$ cat config.mk
export PLATFORM = sky130hd
export DESIGN_NAME = servo_command_packet_receiver
export DESIGN_NICKNAME = d
export VERILOG_FILES = /design/src/hdl/scpr_pkg.sv /design/src/hdl/servo_command_packet_receiver.sv
export SDC_FILE = /design/constraint.sdc
export NUM_CORES = 1
export LEC_CHECK = 0
export ABC_AREA = 1
export ABC_CLOCK_PERIOD_IN_PS = 8300
export BUFFER_PORTS_ARGS = -buffer_cell sky130_fd_sc_hd__clkbuf_2
export CELL_PAD_IN_SITES_DETAIL_PLACEMENT = 1
export CELL_PAD_IN_SITES_GLOBAL_PLACEMENT = 1
export CORE_AREA = 5 5 227 229
export CTS_CLUSTER_DIAMETER = 100
export DETAILED_ROUTE_END_ITERATION = 7
export DIE_AREA = 0 0 232 234
export GPL_TIMING_DRIVEN = 0
export PLACE_DENSITY = 0.82
export SLEW_MARGIN = 20
export SYNTH_ARGS = -nofsm -noshare
export SYNTH_HDL_FRONTEND = slang
export SYNTH_SLANG_ARGS = --single-unit
$ cat constraint.sdc
create_clock -name clk -period 8.3 [get_ports clk]
set_clock_uncertainty 0.05 [all_clocks]
set_input_delay 0.415 -clock clk [delete_from_list [all_inputs] [get_ports clk]]
set_output_delay 0.415 -clock clk [all_outputs]
set_load 0.01 [all_outputs]
$ cat src/hdl/scpr_pkg.sv
// Shared constants and the CRC step of the servo command packet receiver.
// Used by servo_command_packet_receiver and scpr_checker; no dependencies.
`default_nettype none

package scpr_pkg;

  // frame framing bytes and CRC polynomial
  localparam logic [7:0]  HDR0         = 8'hAA;
  localparam logic [7:0]  HDR1         = 8'hBB;
  localparam logic [7:0]  CHECK_BYPASS = 8'hFF;
  localparam logic [15:0] CRC_POLY     = 16'h8005;

  // default frame size limit (whole frame, header through check byte)
  localparam int FRAME_BYTES_MAX_DEF = 64;

  // fixed byte positions inside a frame
  localparam int POS_HDR0     = 0;
  localparam int POS_HDR1     = 1;
  localparam int POS_RESERVED = 2;
  localparam int POS_LENGTH   = 3;
  localparam int POS_INSTR    = 4;
  localparam int POS_ADDR     = 5;
  localparam int POS_DATA     = 6;

  // smallest legal length byte, and the bytes of a frame not counted by it
  localparam logic [7:0] LEN_MIN      = 8'd3;
  localparam int         LEN_OVERHEAD = 4;

  // configuration register indexes
  localparam int CFG_IDX_W = 2;
  localparam logic [CFG_IDX_W-1:0] REG_RESERVED = 2'd0;
  localparam logic [CFG_IDX_W-1:0] REG_READ_OP  = 2'd1;
  localparam logic [CFG_IDX_W-1:0] REG_WRITE_OP = 2'd2;

  localparam logic [7:0] RESERVED_RST = 8'h00;
  localparam logic [7:0] READ_OP_RST  = 8'h02;
  localparam logic [7:0] WRITE_OP_RST = 8'h03;

  // result kinds and status codes
  localparam logic KIND_HDR   = 1'b0;
  localparam logic KIND_DATA  = 1'b1;
  localparam logic STATUS_OK  = 1'b0;
  localparam logic STATUS_BAD = 1'b1;

  // CRC-16, MSB first, one byte per call
  function automatic logic [15:0] crc_feed(input logic [15:0] crc, input logic [7:0] b);
    logic [15:0] c;
    c = crc ^ {b, 8'h00};
    for (int i = 0; i < 8; i++) begin
      c = c[15] ? ({c[14:0], 1'b0} ^ CRC_POLY) : {c[14:0], 1'b0};
    end
    return c;
  endfunction

endpackage

`default_nettype wire

$ cat src/hdl/servo_command_packet_receiver.sv
// Servo command packet receiver: byte parser, CRC check, payload memory and result emitter.
// Depends on scpr_pkg.
`default_nettype none

// Takes one received byte per request and hunts for frames AA BB, reserved, L, instruction,
// address, L-3 data bytes, check byte. The check byte must match the low byte of a CRC-16
// (0x8005, MSB first, init 0) over the frame or be FF. While parsing, every offered byte
// is taken; only the check byte waits for the output register to be free. A read frame or a
// failed frame gives one header result. A good write frame gives a header result and then
// one result per data byte; data bytes come back out of the payload memory through a memory
// read and then an output register load, and input is stalled during that emission. Frames
// with L below 3 or longer than FRAME_BYTES_MAX bytes are dropped.
module servo_command_packet_receiver #(
  parameter int FRAME_BYTES_MAX = scpr_pkg::FRAME_BYTES_MAX_DEF
) (
  input  wire logic                           clk,
  input  wire logic                           rst_n,
  // configuration
  input  wire logic                           cfg_we,
  input  wire logic [scpr_pkg::CFG_IDX_W-1:0] cfg_index,
  input  wire logic [7:0]                     cfg_wdata,
  // received bytes
  input  wire logic                           in_valid,
  output logic                                in_stall,
  input  wire logic [7:0]                     in_rx_byte,
  // results
  output logic                                out_valid,
  input  wire logic                           out_stall,
  output logic                                out_kind,
  output logic                                out_status,
  output logic                                out_is_write,
  output logic [7:0]                          out_start_address,
  output logic [7:0]                          out_count,
  output logic [7:0]                          out_data_byte,
  output logic                                out_last
);

  localparam int PW = $clog2(FRAME_BYTES_MAX);

  typedef enum logic [2:0] {
    S_RUN   = 3'b001,
    S_FETCH = 3'b010,
    S_LOAD  = 3'b100
  } state_t;

  // configuration registers
  logic [7:0] reserved_r, rd_op_r, wr_op_r;

  always_ff @(posedge clk) begin
    if (!rst_n) begin
      reserved_r <= scpr_pkg::RESERVED_RST;
      rd_op_r    <= scpr_pkg::READ_OP_RST;
      wr_op_r    <= scpr_pkg::WRITE_OP_RST;
    end else if (cfg_we) begin
      case (cfg_index)
        scpr_pkg::REG_RESERVED: reserved_r <= cfg_wdata;
        scpr_pkg::REG_READ_OP:  rd_op_r    <= cfg_wdata;
        scpr_pkg::REG_WRITE_OP: wr_op_r    <= cfg_wdata;
        default: ;
      endcase
    end
  end

  // parser state
  state_t        state_r, state_nxt;
  logic [PW-1:0] pos_r, pos_nxt;
  logic [7:0]    len_r, len_nxt;
  logic          is_wr_r, is_wr_nxt;
  logic [7:0]    addr_r, addr_nxt;
  logic [15:0]   crc_r, crc_nxt;
  logic [7:0]    first_r, first_nxt;
  logic [PW-1:0] k_r, k_nxt;
  logic          out_valid_r, out_valid_nxt;

  // output payload registers
  logic       out_kind_r, out_status_r, out_is_write_r, out_last_r;
  logic [7:0] out_addr_r, out_count_r, out_data_r;

  // payload memory
  logic [7:0]    mem [FRAME_BYTES_MAX];
  logic [7:0]    mem_q;
  logic          mem_we, rd_en;
  logic [PW-1:0] mem_wa;

  logic       in_acc, out_free, load_hdr, load_data;
  logic [8:0] pos9, lim9;
  logic       in_data, at_check;
  logic [7:0] b, ndata, cnt;
  logic       crc_ok, hdr_last, data_last;
  logic [15:0] crc_b;

  assign b        = in_rx_byte;
  assign out_free = !out_valid_r || !out_stall;
  assign pos9     = 9'(pos_r);
  assign lim9     = {1'b0, len_r} + 9'(scpr_pkg::LEN_MIN);
  assign in_data  = (pos9 >= 9'(scpr_pkg::POS_DATA)) && (pos9 < lim9);
  assign at_check = (pos9 >= 9'(scpr_pkg::POS_DATA)) && !(pos9 < lim9);
  // the check byte is held off until the header result has somewhere to go
  assign in_stall = (state_r != S_RUN) || (at_check && !out_free);
  assign in_acc   = in_valid && !in_stall;
  assign crc_b    = scpr_pkg::crc_feed(crc_r, b);

  assign ndata     = len_r - scpr_pkg::LEN_MIN;
  assign cnt       = is_wr_r ? ndata : ((ndata != 8'd0) ? first_r : 8'd0);
  assign crc_ok    = (b == crc_r[7:0]) || (b == scpr_pkg::CHECK_BYPASS);
  assign hdr_last  = !crc_ok || !is_wr_r || (ndata == 8'd0);
  assign data_last = (8'(k_r) + 8'd1) == ndata;
  assign mem_wa    = pos_r - PW'(scpr_pkg::POS_DATA);

  always_comb begin
    state_nxt     = state_r;
    pos_nxt       = pos_r;
    len_nxt       = len_r;
    is_wr_nxt     = is_wr_r;
    addr_nxt      = addr_r;
    crc_nxt       = crc_r;
    first_nxt     = first_r;
    k_nxt         = k_r;
    mem_we        = 1'b0;
    rd_en         = 1'b0;
    load_hdr      = 1'b0;
    load_data     = 1'b0;
    case (state_r)
      S_RUN: begin
        if (in_acc) begin
          if (pos_r == PW'(scpr_pkg::POS_HDR0)) begin
            if (b == scpr_pkg::HDR0) begin
              crc_nxt = scpr_pkg::crc_feed(16'h0000, b);
              pos_nxt = PW'(scpr_pkg::POS_HDR1);
            end
          end else if (pos_r == PW'(scpr_pkg::POS_HDR1)) begin
            crc_nxt = crc_b;
            pos_nxt = (b == scpr_pkg::HDR1) ? PW'(scpr_pkg::POS_RESERVED)
                                             : PW'(scpr_pkg::POS_HDR0);
          end else if (pos_r == PW'(scpr_pkg::POS_RESERVED)) begin
            crc_nxt = crc_b;
            pos_nxt = (b == reserved_r) ? PW'(scpr_pkg::POS_LENGTH)
                                        : PW'(scpr_pkg::POS_HDR0);
          end else if (pos_r == PW'(scpr_pkg::POS_LENGTH)) begin
            if (b < scpr_pkg::LEN_MIN ||
                ({1'b0, b} + 9'(scpr_pkg::LEN_OVERHEAD)) > 9'(FRAME_BYTES_MAX)) begin
              pos_nxt = PW'(scpr_pkg::POS_HDR0);
            end else begin
              len_nxt = b;
              crc_nxt = crc_b;
              pos_nxt = PW'(scpr_pkg::POS_INSTR);
            end
          end else if (pos_r == PW'(scpr_pkg::POS_INSTR)) begin
            // an instruction matching both opcodes counts as a read
            if (b == rd_op_r || b == wr_op_r) begin
              is_wr_nxt = (b != rd_op_r);
              crc_nxt   = crc_b;
              pos_nxt   = PW'(scpr_pkg::POS_ADDR);
            end else begin
              pos_nxt = PW'(scpr_pkg::POS_HDR0);
            end
          end else if (pos_r == PW'(scpr_pkg::POS_ADDR)) begin
            addr_nxt = b;
            crc_nxt  = crc_b;
            pos_nxt  = PW'(scpr_pkg::POS_DATA);
          end else if (in_data) begin
            mem_we  = 1'b1;
            if (pos_r == PW'(scpr_pkg::POS_DATA)) begin
              first_nxt = b;
            end
            crc_nxt = crc_b;
            pos_nxt = pos_r + PW'(1);
          end else begin
            // check byte
            load_hdr = 1'b1;
            pos_nxt  = PW'(scpr_pkg::POS_HDR0);
            if (!hdr_last) begin
              k_nxt     = '0;
              state_nxt = S_FETCH;
            end
          end
        end
      end
      S_FETCH: begin
        rd_en     = 1'b1;
        state_nxt = S_LOAD;
      end
      S_LOAD: begin
        if (out_free) begin
          load_data = 1'b1;
          k_nxt     = k_r + PW'(1);
          state_nxt = data_last ? S_RUN : S_FETCH;
        end
      end
      default: state_nxt = S_RUN;
    endcase
  end

  always_comb begin
    if (load_hdr || load_data) begin
      out_valid_nxt = 1'b1;
    end else if (!out_stall) begin
      out_valid_nxt = 1'b0;
    end else begin
      out_valid_nxt = out_valid_r;
    end
  end

  always_ff @(posedge clk) begin
    if (!rst_n) begin
      state_r     <= S_RUN;
      pos_r       <= '0;
      len_r       <= '0;
      is_wr_r     <= 1'b0;
      addr_r      <= '0;
      crc_r       <= '0;
      k_r         <= '0;
      out_valid_r <= 1'b0;
    end else begin
      state_r     <= state_nxt;
      pos_r       <= pos_nxt;
      len_r       <= len_nxt;
      is_wr_r     <= is_wr_nxt;
      addr_r      <= addr_nxt;
      crc_r       <= crc_nxt;
      k_r         <= k_nxt;
      out_valid_r <= out_valid_nxt;
    end
  end

  always_ff @(posedge clk) begin
    first_r <= first_nxt;
    if (load_hdr) begin
      out_kind_r     <= scpr_pkg::KIND_HDR;
      out_status_r   <= crc_ok ? scpr_pkg::STATUS_OK : scpr_pkg::STATUS_BAD;
      out_is_write_r <= is_wr_r;
      out_addr_r     <= addr_r;
      out_count_r    <= cnt;
      out_data_r     <= 8'h00;
      out_last_r     <= hdr_last;
    end else if (load_data) begin
      // remaining fields repeat the header result
      out_kind_r <= scpr_pkg::KIND_DATA;
      out_data_r <= mem_q;
      out_last_r <= data_last;
    end
  end

  // writes happen only while parsing, reads only while emitting; the input stall
  // during emission keeps the next frame from overwriting unread bytes
  always_ff @(posedge clk) begin
    if (mem_we) begin
      mem[mem_wa] <= b;
    end
    if (rd_en) begin
      mem_q <= mem[k_r];
    end
  end

  assign out_valid         = out_valid_r;
  assign out_kind          = out_kind_r;
  assign out_status        = out_status_r;
  assign out_is_write      = out_is_write_r;
  assign out_start_address = out_addr_r;
  assign out_count         = out_count_r;
  assign out_data_byte     = out_data_r;
  assign out_last          = out_last_r;

endmodule

`default_nettype wire

; ---- After elaboration in Yosys (flattened, before gate mapping)
; Memory sizes are Yosys's and may differ from the RTL's. A register that Yosys moved wholly into a read port is not among the register bits.
; Cells that the tools add are included.
[totals]
in_bits = 23
mem_count = 1
mem_bits_rw = 512
register_bits = 109
[mem_list]
columns = name, depth, width, read_ports, rd_clocked_by_memory_dff, wr, line
row1 = mem, 64, 8, 1, 1, 1, servo_command_packet_receiver.sv:80  ; logic [7:0] mem [FRAME_BYTES_MAX];
[classes]
bitwise_logic = 24
reduce_logical = 37
eq_ne = 35
n_mux = 91
addsub = 7
magnitude_cmp = 4
[op_table]
columns = op, count
row1 = $mux 16, 26
row2 = $mux 6, 18
row3 = $not 3->3, 16
row4 = $mux 3, 12
row5 = $eq 8x8->1, 4
row6 = $mux 1, 28
row7 = $eq 8x8->1 const B, 3
row8 = $ne 2x2->1 const B, 10
row9 = $reduce_and 10->1, 2
row10 = $eq 6x3->1 const B, 3
row11 = $mux 8, 2
row12 = $reduce_and 8->1, 2
row13 = $xor 16x16->16, 1
row14 = $add 6x1->6 const B, 2
row15 = $eq 6x2->1 const B, 2
row16 = $pmux 6 s2, 1
row17 = $reduce_and 11->1, 1
row18 = $add 8x2->9 const B, 1
row19 = $add 8x3->9 const B, 1
row20 = $gt 9x7->1 const B, 1
row21 = $lt 6x9->1, 1
row22 = $pmux 3 s3, 1
row23 = $eq 7x8->1, 1
row24 = $logic_not 8->1, 1
row25 = other kinds (30), 58

; ---- Depth between registers and ports, before layout
[logic_depth]
word_depth = 24
mapped_depth = 18

; ---- Worst setup path after synthesis
; Ideal clock, no wire load.
[synth_path]
path_kind = reg-to-reg
from = register len_r[0]
to = memory mem[15][0] (enable)
slack_ns = 5.123
required_time_ns = 7.880
arrival_ns = 2.757
setup_ns = 0.370
path_stages_with_launch = 17
path_buffers = 0
path_cell_list = dfxtp_1 > inv_1 > ha_1 > nor2_1 > xor2_1 > ha_1 > a21oi_1 > o21ai_0 > a21oi_2 > nand2_1 > nand2_2 > nand3_4 > inv_2 > nand2_4 > nor2_8 > nand2_2 > nor2_1
[synth_between]
elab_chain_cells = 14
elab_cells_between_ends = 20
classes_between = 1 x add/sub / 1 x order compare / 11 x mux / 7 x reduce/logical
[synth_lines]
columns = item, line
row1 = from (decl), servo_command_packet_receiver.sv:67  ; logic [7:0] len_r, len_nxt;
row2 = from (signal assigned), servo_command_packet_receiver.sv:217  ; len_r <= len_nxt;
row3 = $add 8x2->9 (*), servo_command_packet_receiver.sv:95  ; assign lim9 = {1'b0, len_r} + 9'(scpr_pkg::LEN_MIN);
row4 = $lt 6x9->1 (*), "servo_command_packet_receiver.sv:96, servo_command_packet_receiver.sv:97"
row5 = $logic_and 1x1->1, servo_command_packet_receiver.sv:96  ; assign in_data = (pos9 >= 9'(scpr_pkg::POS_DATA)) && (pos9 < lim9);
row6 = $mux 1, servo_command_packet_receiver.sv:161  ; end else if (in_data) begin
row7 = $mux 1, servo_command_packet_receiver.sv:157  ; end else if (pos_r == PW'(scpr_pkg::POS_ADDR)) begin
row8 = $mux 1, servo_command_packet_receiver.sv:148  ; end else if (pos_r == PW'(scpr_pkg::POS_INSTR)) begin
row9 = $mux 1, servo_command_packet_receiver.sv:139  ; end else if (pos_r == PW'(scpr_pkg::POS_LENGTH)) begin
row10 = $mux 1, servo_command_packet_receiver.sv:135  ; end else if (pos_r == PW'(scpr_pkg::POS_RESERVED)) begin
row11 = $mux 1, servo_command_packet_receiver.sv:131  ; end else if (pos_r == PW'(scpr_pkg::POS_HDR1)) begin
row12 = $mux 1, servo_command_packet_receiver.sv:126  ; if (pos_r == PW'(scpr_pkg::POS_HDR0)) begin
row13 = $mux 1 (*), servo_command_packet_receiver.sv:125  ; if (in_acc) begin
row14 = $mux 1 (*), servo_command_packet_receiver.sv:123  ; case (state_r)
row15 = $mux 1 (*), servo_command_packet_receiver.sv:247  ; if (mem_we) begin
row16 = $mux 1 (not written as such) (*), servo_command_packet_receiver.sv:248  ; mem[mem_wa] <= b;
row17 = to (decl), servo_command_packet_receiver.sv:80
; Mark *: on every way between the ends. The rest lies on a longest branch, timed or not.

==> run summary <==
FINISH
------------------------------------------------------------------------------------
Area added between synthesis and finish ...............................        13.4%
Fill cell count .......................................................         5263
Nets ..................................................................         2629
Combined area of the multi-input logic cells ..........................     8030 um2
Non-filler cells in the finished layout ...............................         3302
Layout cells sized above 1 ............................................       0.0928
Storage element area ..................................................    18100 um2

CLOCKING
------------------------------------------------------------------------------------
Worst-skew pair later-pin latency .....................................      0.62 ns
Clock-pin transition on the worst setup and hold timing paths .........      0.06 ns
Number of buffers between clock root and the deepest sink .............            3
Number of post-CTS setup repair buffers ...............................            0
TritonCTS clock tree ..................................................          yes
Number of cells upsized or downsized after cts ........................            0
CTS root buffer ....................................................... sky130_fd_sc_hd__clkbuf_16
Number of buffers added to fix hold violations after cts ..............            0
Clock Sinks ...........................................................          629
Number of buffers created by CTS ......................................           67
H-tree depth reported by CTS ..........................................            3

CRITICAL PATH
------------------------------------------------------------------------------------
Most frequent cell on the critical path ............................... sky130_fd_sc_hd__clkbuf_1
Top delay family on crit path ......................................... buffers and inverters
Worst Setup End Kind ..................................................         flop
Startpoint kind of the worst setup timing path ........................         flop
Critical path required time ...........................................      8.55 ns
Worst setup path class ................................................ flop to flop
Number of buffers and inverters on the critical path ..................            4
Master of the slowest instance on the critical path ................... sky130_fd_sc_hd__o21ai_0
Depth of the critical timing path with buffers and inverters included .           10
Worst reg2reg path depth ..............................................           10
Data arrival time of the critical path ................................      4.99 ns
Setup slack of the worst register-to-register path ....................      3.56 ns
Highest net fanout along the worst path ...............................           10
Slowest cell delay on critical path ...................................      0.83 ns
Cells along the critical path ......................................... clkbuf_1 > clkinv_1 > clkbuf_1 > clkbuf_1 > nor2_1 > o22ai_1 > o21ai_0 > o221ai_1 > o211ai_1 > nand2_1

SYNTH
------------------------------------------------------------------------------------
Count of cell types in the netlist ....................................           46
Synthesis warning total ...............................................            0
Largest cells by area after synthesis ................................. sky130_fd_sc_hd__edfxtp_1, sky130_fd_sc_hd__o21ai_0, sky130_fd_sc_hd__nor2_1
Simple-gate share of the synthesized area .............................        0.133
Sequential cell area fraction in the yosys report .....................        0.673
Post-Syn Area .........................................................    26800 um2
List of most frequent post-synthesis cells ............................ sky130_fd_sc_hd__edfxtp_1, sky130_fd_sc_hd__nor2_1, sky130_fd_sc_hd__o21ai_0
Synthesized area divided by synthesized cell count ....................     11.1 um2
Top_reg_cell synth .................................................... sky130_fd_sc_hd__edfxtp_1
Async set-reset flop share out of synthesis ...........................            0
Complex-gate fraction of the synthesized area .........................        0.129
Combinational family with the most area after synthesis ............... simple AND/OR/NAND/NOR gates
Number of instances in the synthesized netlist ........................         2416
Most numerous cell in the Yosys netlist ............................... sky130_fd_sc_hd__edfxtp_1
Multiplexer share of the synthesized area .............................            0
Dominant cell type by area after synthesis ............................ sky130_fd_sc_hd__edfxtp_1
XOR/XNOR Fraction of Synth Area .......................................       0.0186
Post-synthesis adder-cell area fraction ...............................       0.0126
Number of enable-type register cells in the synthesized netlist .......          547
Flip-flop and latch count after synthesis .............................          629
Proportion of netlist area held by the largest area contributor .......        0.612

ROUTING
------------------------------------------------------------------------------------
Initial DRC Count .....................................................         2740
Residual DRC ..........................................................            0
Detailed-route wire length per cell ...................................      31.2 um
Vias after detailed routing ...........................................        21393
Via count normalized by instance count ................................         6.48
Routed Wire Length ....................................................    103000 um
Detailed-router iteration count before antenna repair .................            6
DRT antenna net count .................................................            0

FLOORPLANNING
------------------------------------------------------------------------------------
Die height ............................................................       234 um
Total die area ........................................................    54300 um2
Die X .................................................................       232 um
Initial standard-cell utilization of the core .........................        0.543
Standard-cell row count ...............................................           82
I/O pin count .........................................................           53
Floorplan core area ...................................................    49500 um2

GRT
------------------------------------------------------------------------------------
Vias in the first global route ........................................        21957
Total global routing overflow .........................................            0
Largest net degree at the start of global routing .....................           69
Wire length of the first global-routing pass ..........................    148000 um
All-layer global routing usage ........................................        0.376
Number of antenna violations at the first check in global routing .....            5

STA
------------------------------------------------------------------------------------
Final hold violation count ............................................            0
Worst hold margin .....................................................    0.0252 ns
Final period utilization ..............................................        0.571
Max_slew headroom .....................................................       0.0494
Period minus WS final .................................................      4.74 ns
Number of max-slew violations in the final report .....................            0
Number of setup violations in the final report ........................            0
RSZ-0062 raised after global routing ..................................        false
Actual slew at the worst max-slew pin .................................      1.42 ns
Setup TNS .............................................................         0 ns
Crit path setup slack, layout .........................................      3.56 ns
Top achievable clock speed ............................................    0.211 GHz

PWR
------------------------------------------------------------------------------------
Maximum ir drop on the vdd rail .......................................   0.000247 V
Areal power density over the cells ....................................   245 nW/um2
Leak Pwr ..............................................................      10.7 nW
Overall power .........................................................      7.47 mW

MIN PATH
------------------------------------------------------------------------------------
Path class of the lowest-slack min-delay path ......................... input pin to flop
Worst hold path depth .................................................            3

PLACED DESIGN
------------------------------------------------------------------------------------
Cell total after placement ............................................         3182
Final estimated routing congestion in global placement ................        0.980
Number of buffers added on ports ......................................           52
Setup WS pre-CTS ......................................................      3.84 ns
Detailed Place HPWL ...................................................     70700 um

RUN
------------------------------------------------------------------------------------
Max capacitance violation total .......................................            0

STATUS
------------------------------------------------------------------------------------
Outcome ............................................................... complete, no violations

path summary, 6_finish.rpt:
path | to | startpoint
setup reg to reg | mem_q[4]$_DFFE_PP_ | k_r[0]$_SDFFE_PN0P_
hold reg to reg | out_start_address[2]$_DFFE_PP_ | addr_r[2]$_SDFFE_PN0P_
hold / removal | wr_op_r[1]$_SDFFE_PN1P_ | cfg_wdata[1]
setup / recovery | mem_q[4]$_DFFE_PP_ | k_r[0]$_SDFFE_PN0P_
cell type report:
class | instances | area share
sequential | 629 | 0.594
clock buffer | 82 | 0.0583
multi-input combinational | 1593 | 0.264
inverter | 87 | 0.0107
tap | 672 | 0.0276
timing repair buffer | 63 | 0.0163
clock inverter | 37 | 0.0107
buffer | 138 | 0.0191
antenna | 1 | 0.0000822
metal layers:
layer | wire length [um] | track usage | part of all wire | vias up
met2 | 49200 | 0.628 | 0.48 | 1371
li1 | - | - | - | 8957
met1 | 36500 | 0.456 | 0.35 | 10691
met5 | 25 | 0 | 0.00024 | -
met4 | 7310 | 0.224 | 0.071 | 4
met3 | 10000 | 0.0781 | 0.097 | 370
flip-flops by register name, summed over array words and instances (netlist names), 3 cells and up:
register and cells:
mem 512, rd_op_r 8, wr_op_r 8, k_r 6, crc_r 16, out_data_byte 8
len_r 8, addr_r 8, state_r 3, reserved_r 8, out_count 8, pos_r 6
first_r 8, mem_q 8, out_start_address 8
stage by stage:
stage / utilization / area, um2
2_1_floorplan: - / 27000
3_3_place_gp: 0.567 / 28100
3_5_place_dp: 0.573 / 28300
4_1_cts: 0.615 / 30400
5_1_grt: 0.616 / 30400
6_report: 0.616 / 30400
tightest hold or removal path, cell delays in order:
cell,delay [ns]
sky130_fd_sc_hd__clkbuf_2,0.11
sky130_fd_sc_hd__nand2_1,0.06
sky130_fd_sc_hd__nand3_1,0.05
cells by family (layout without fill, tap and decap cells):
family | count (synthesis) | in the layout
other cells | 1 | 33
buf+inv | 225 | 407
compound gates | 628 | 628
xor+xnor | 57 | 57
flops | 629 | 629
simple gates | 849 | 849
fa+ha+maj | 27 | 27
cells in the final DEF, fill, tap and decap left out, types with 57 or more instances in the layout:
master,instances
sky130_fd_sc_hd__inv_1,71
sky130_fd_sc_hd__nand2_1,194
sky130_fd_sc_hd__o22ai_1,140
sky130_fd_sc_hd__nand3_1,67
sky130_fd_sc_hd__edfxtp_1,547
sky130_fd_sc_hd__a21oi_1,57
sky130_fd_sc_hd__o21ai_0,386
sky130_fd_sc_hd__clkbuf_16,69
sky130_fd_sc_hd__nor2_1,495
sky130_fd_sc_hd__dfxtp_1,82
sky130_fd_sc_hd__clkbuf_1,123
report_power, final:
group | internal, mW | total [mW] | switching, mW | leakage [nW]
clock | 1.71 | 2.96 | 1.25 | 1.03
combinational | 0.242 | 0.926 | 0.684 | 4.05
sequential | 3.53 | 3.58 | 0.0525 | 5.61
(Power assumes the default switching activity.)
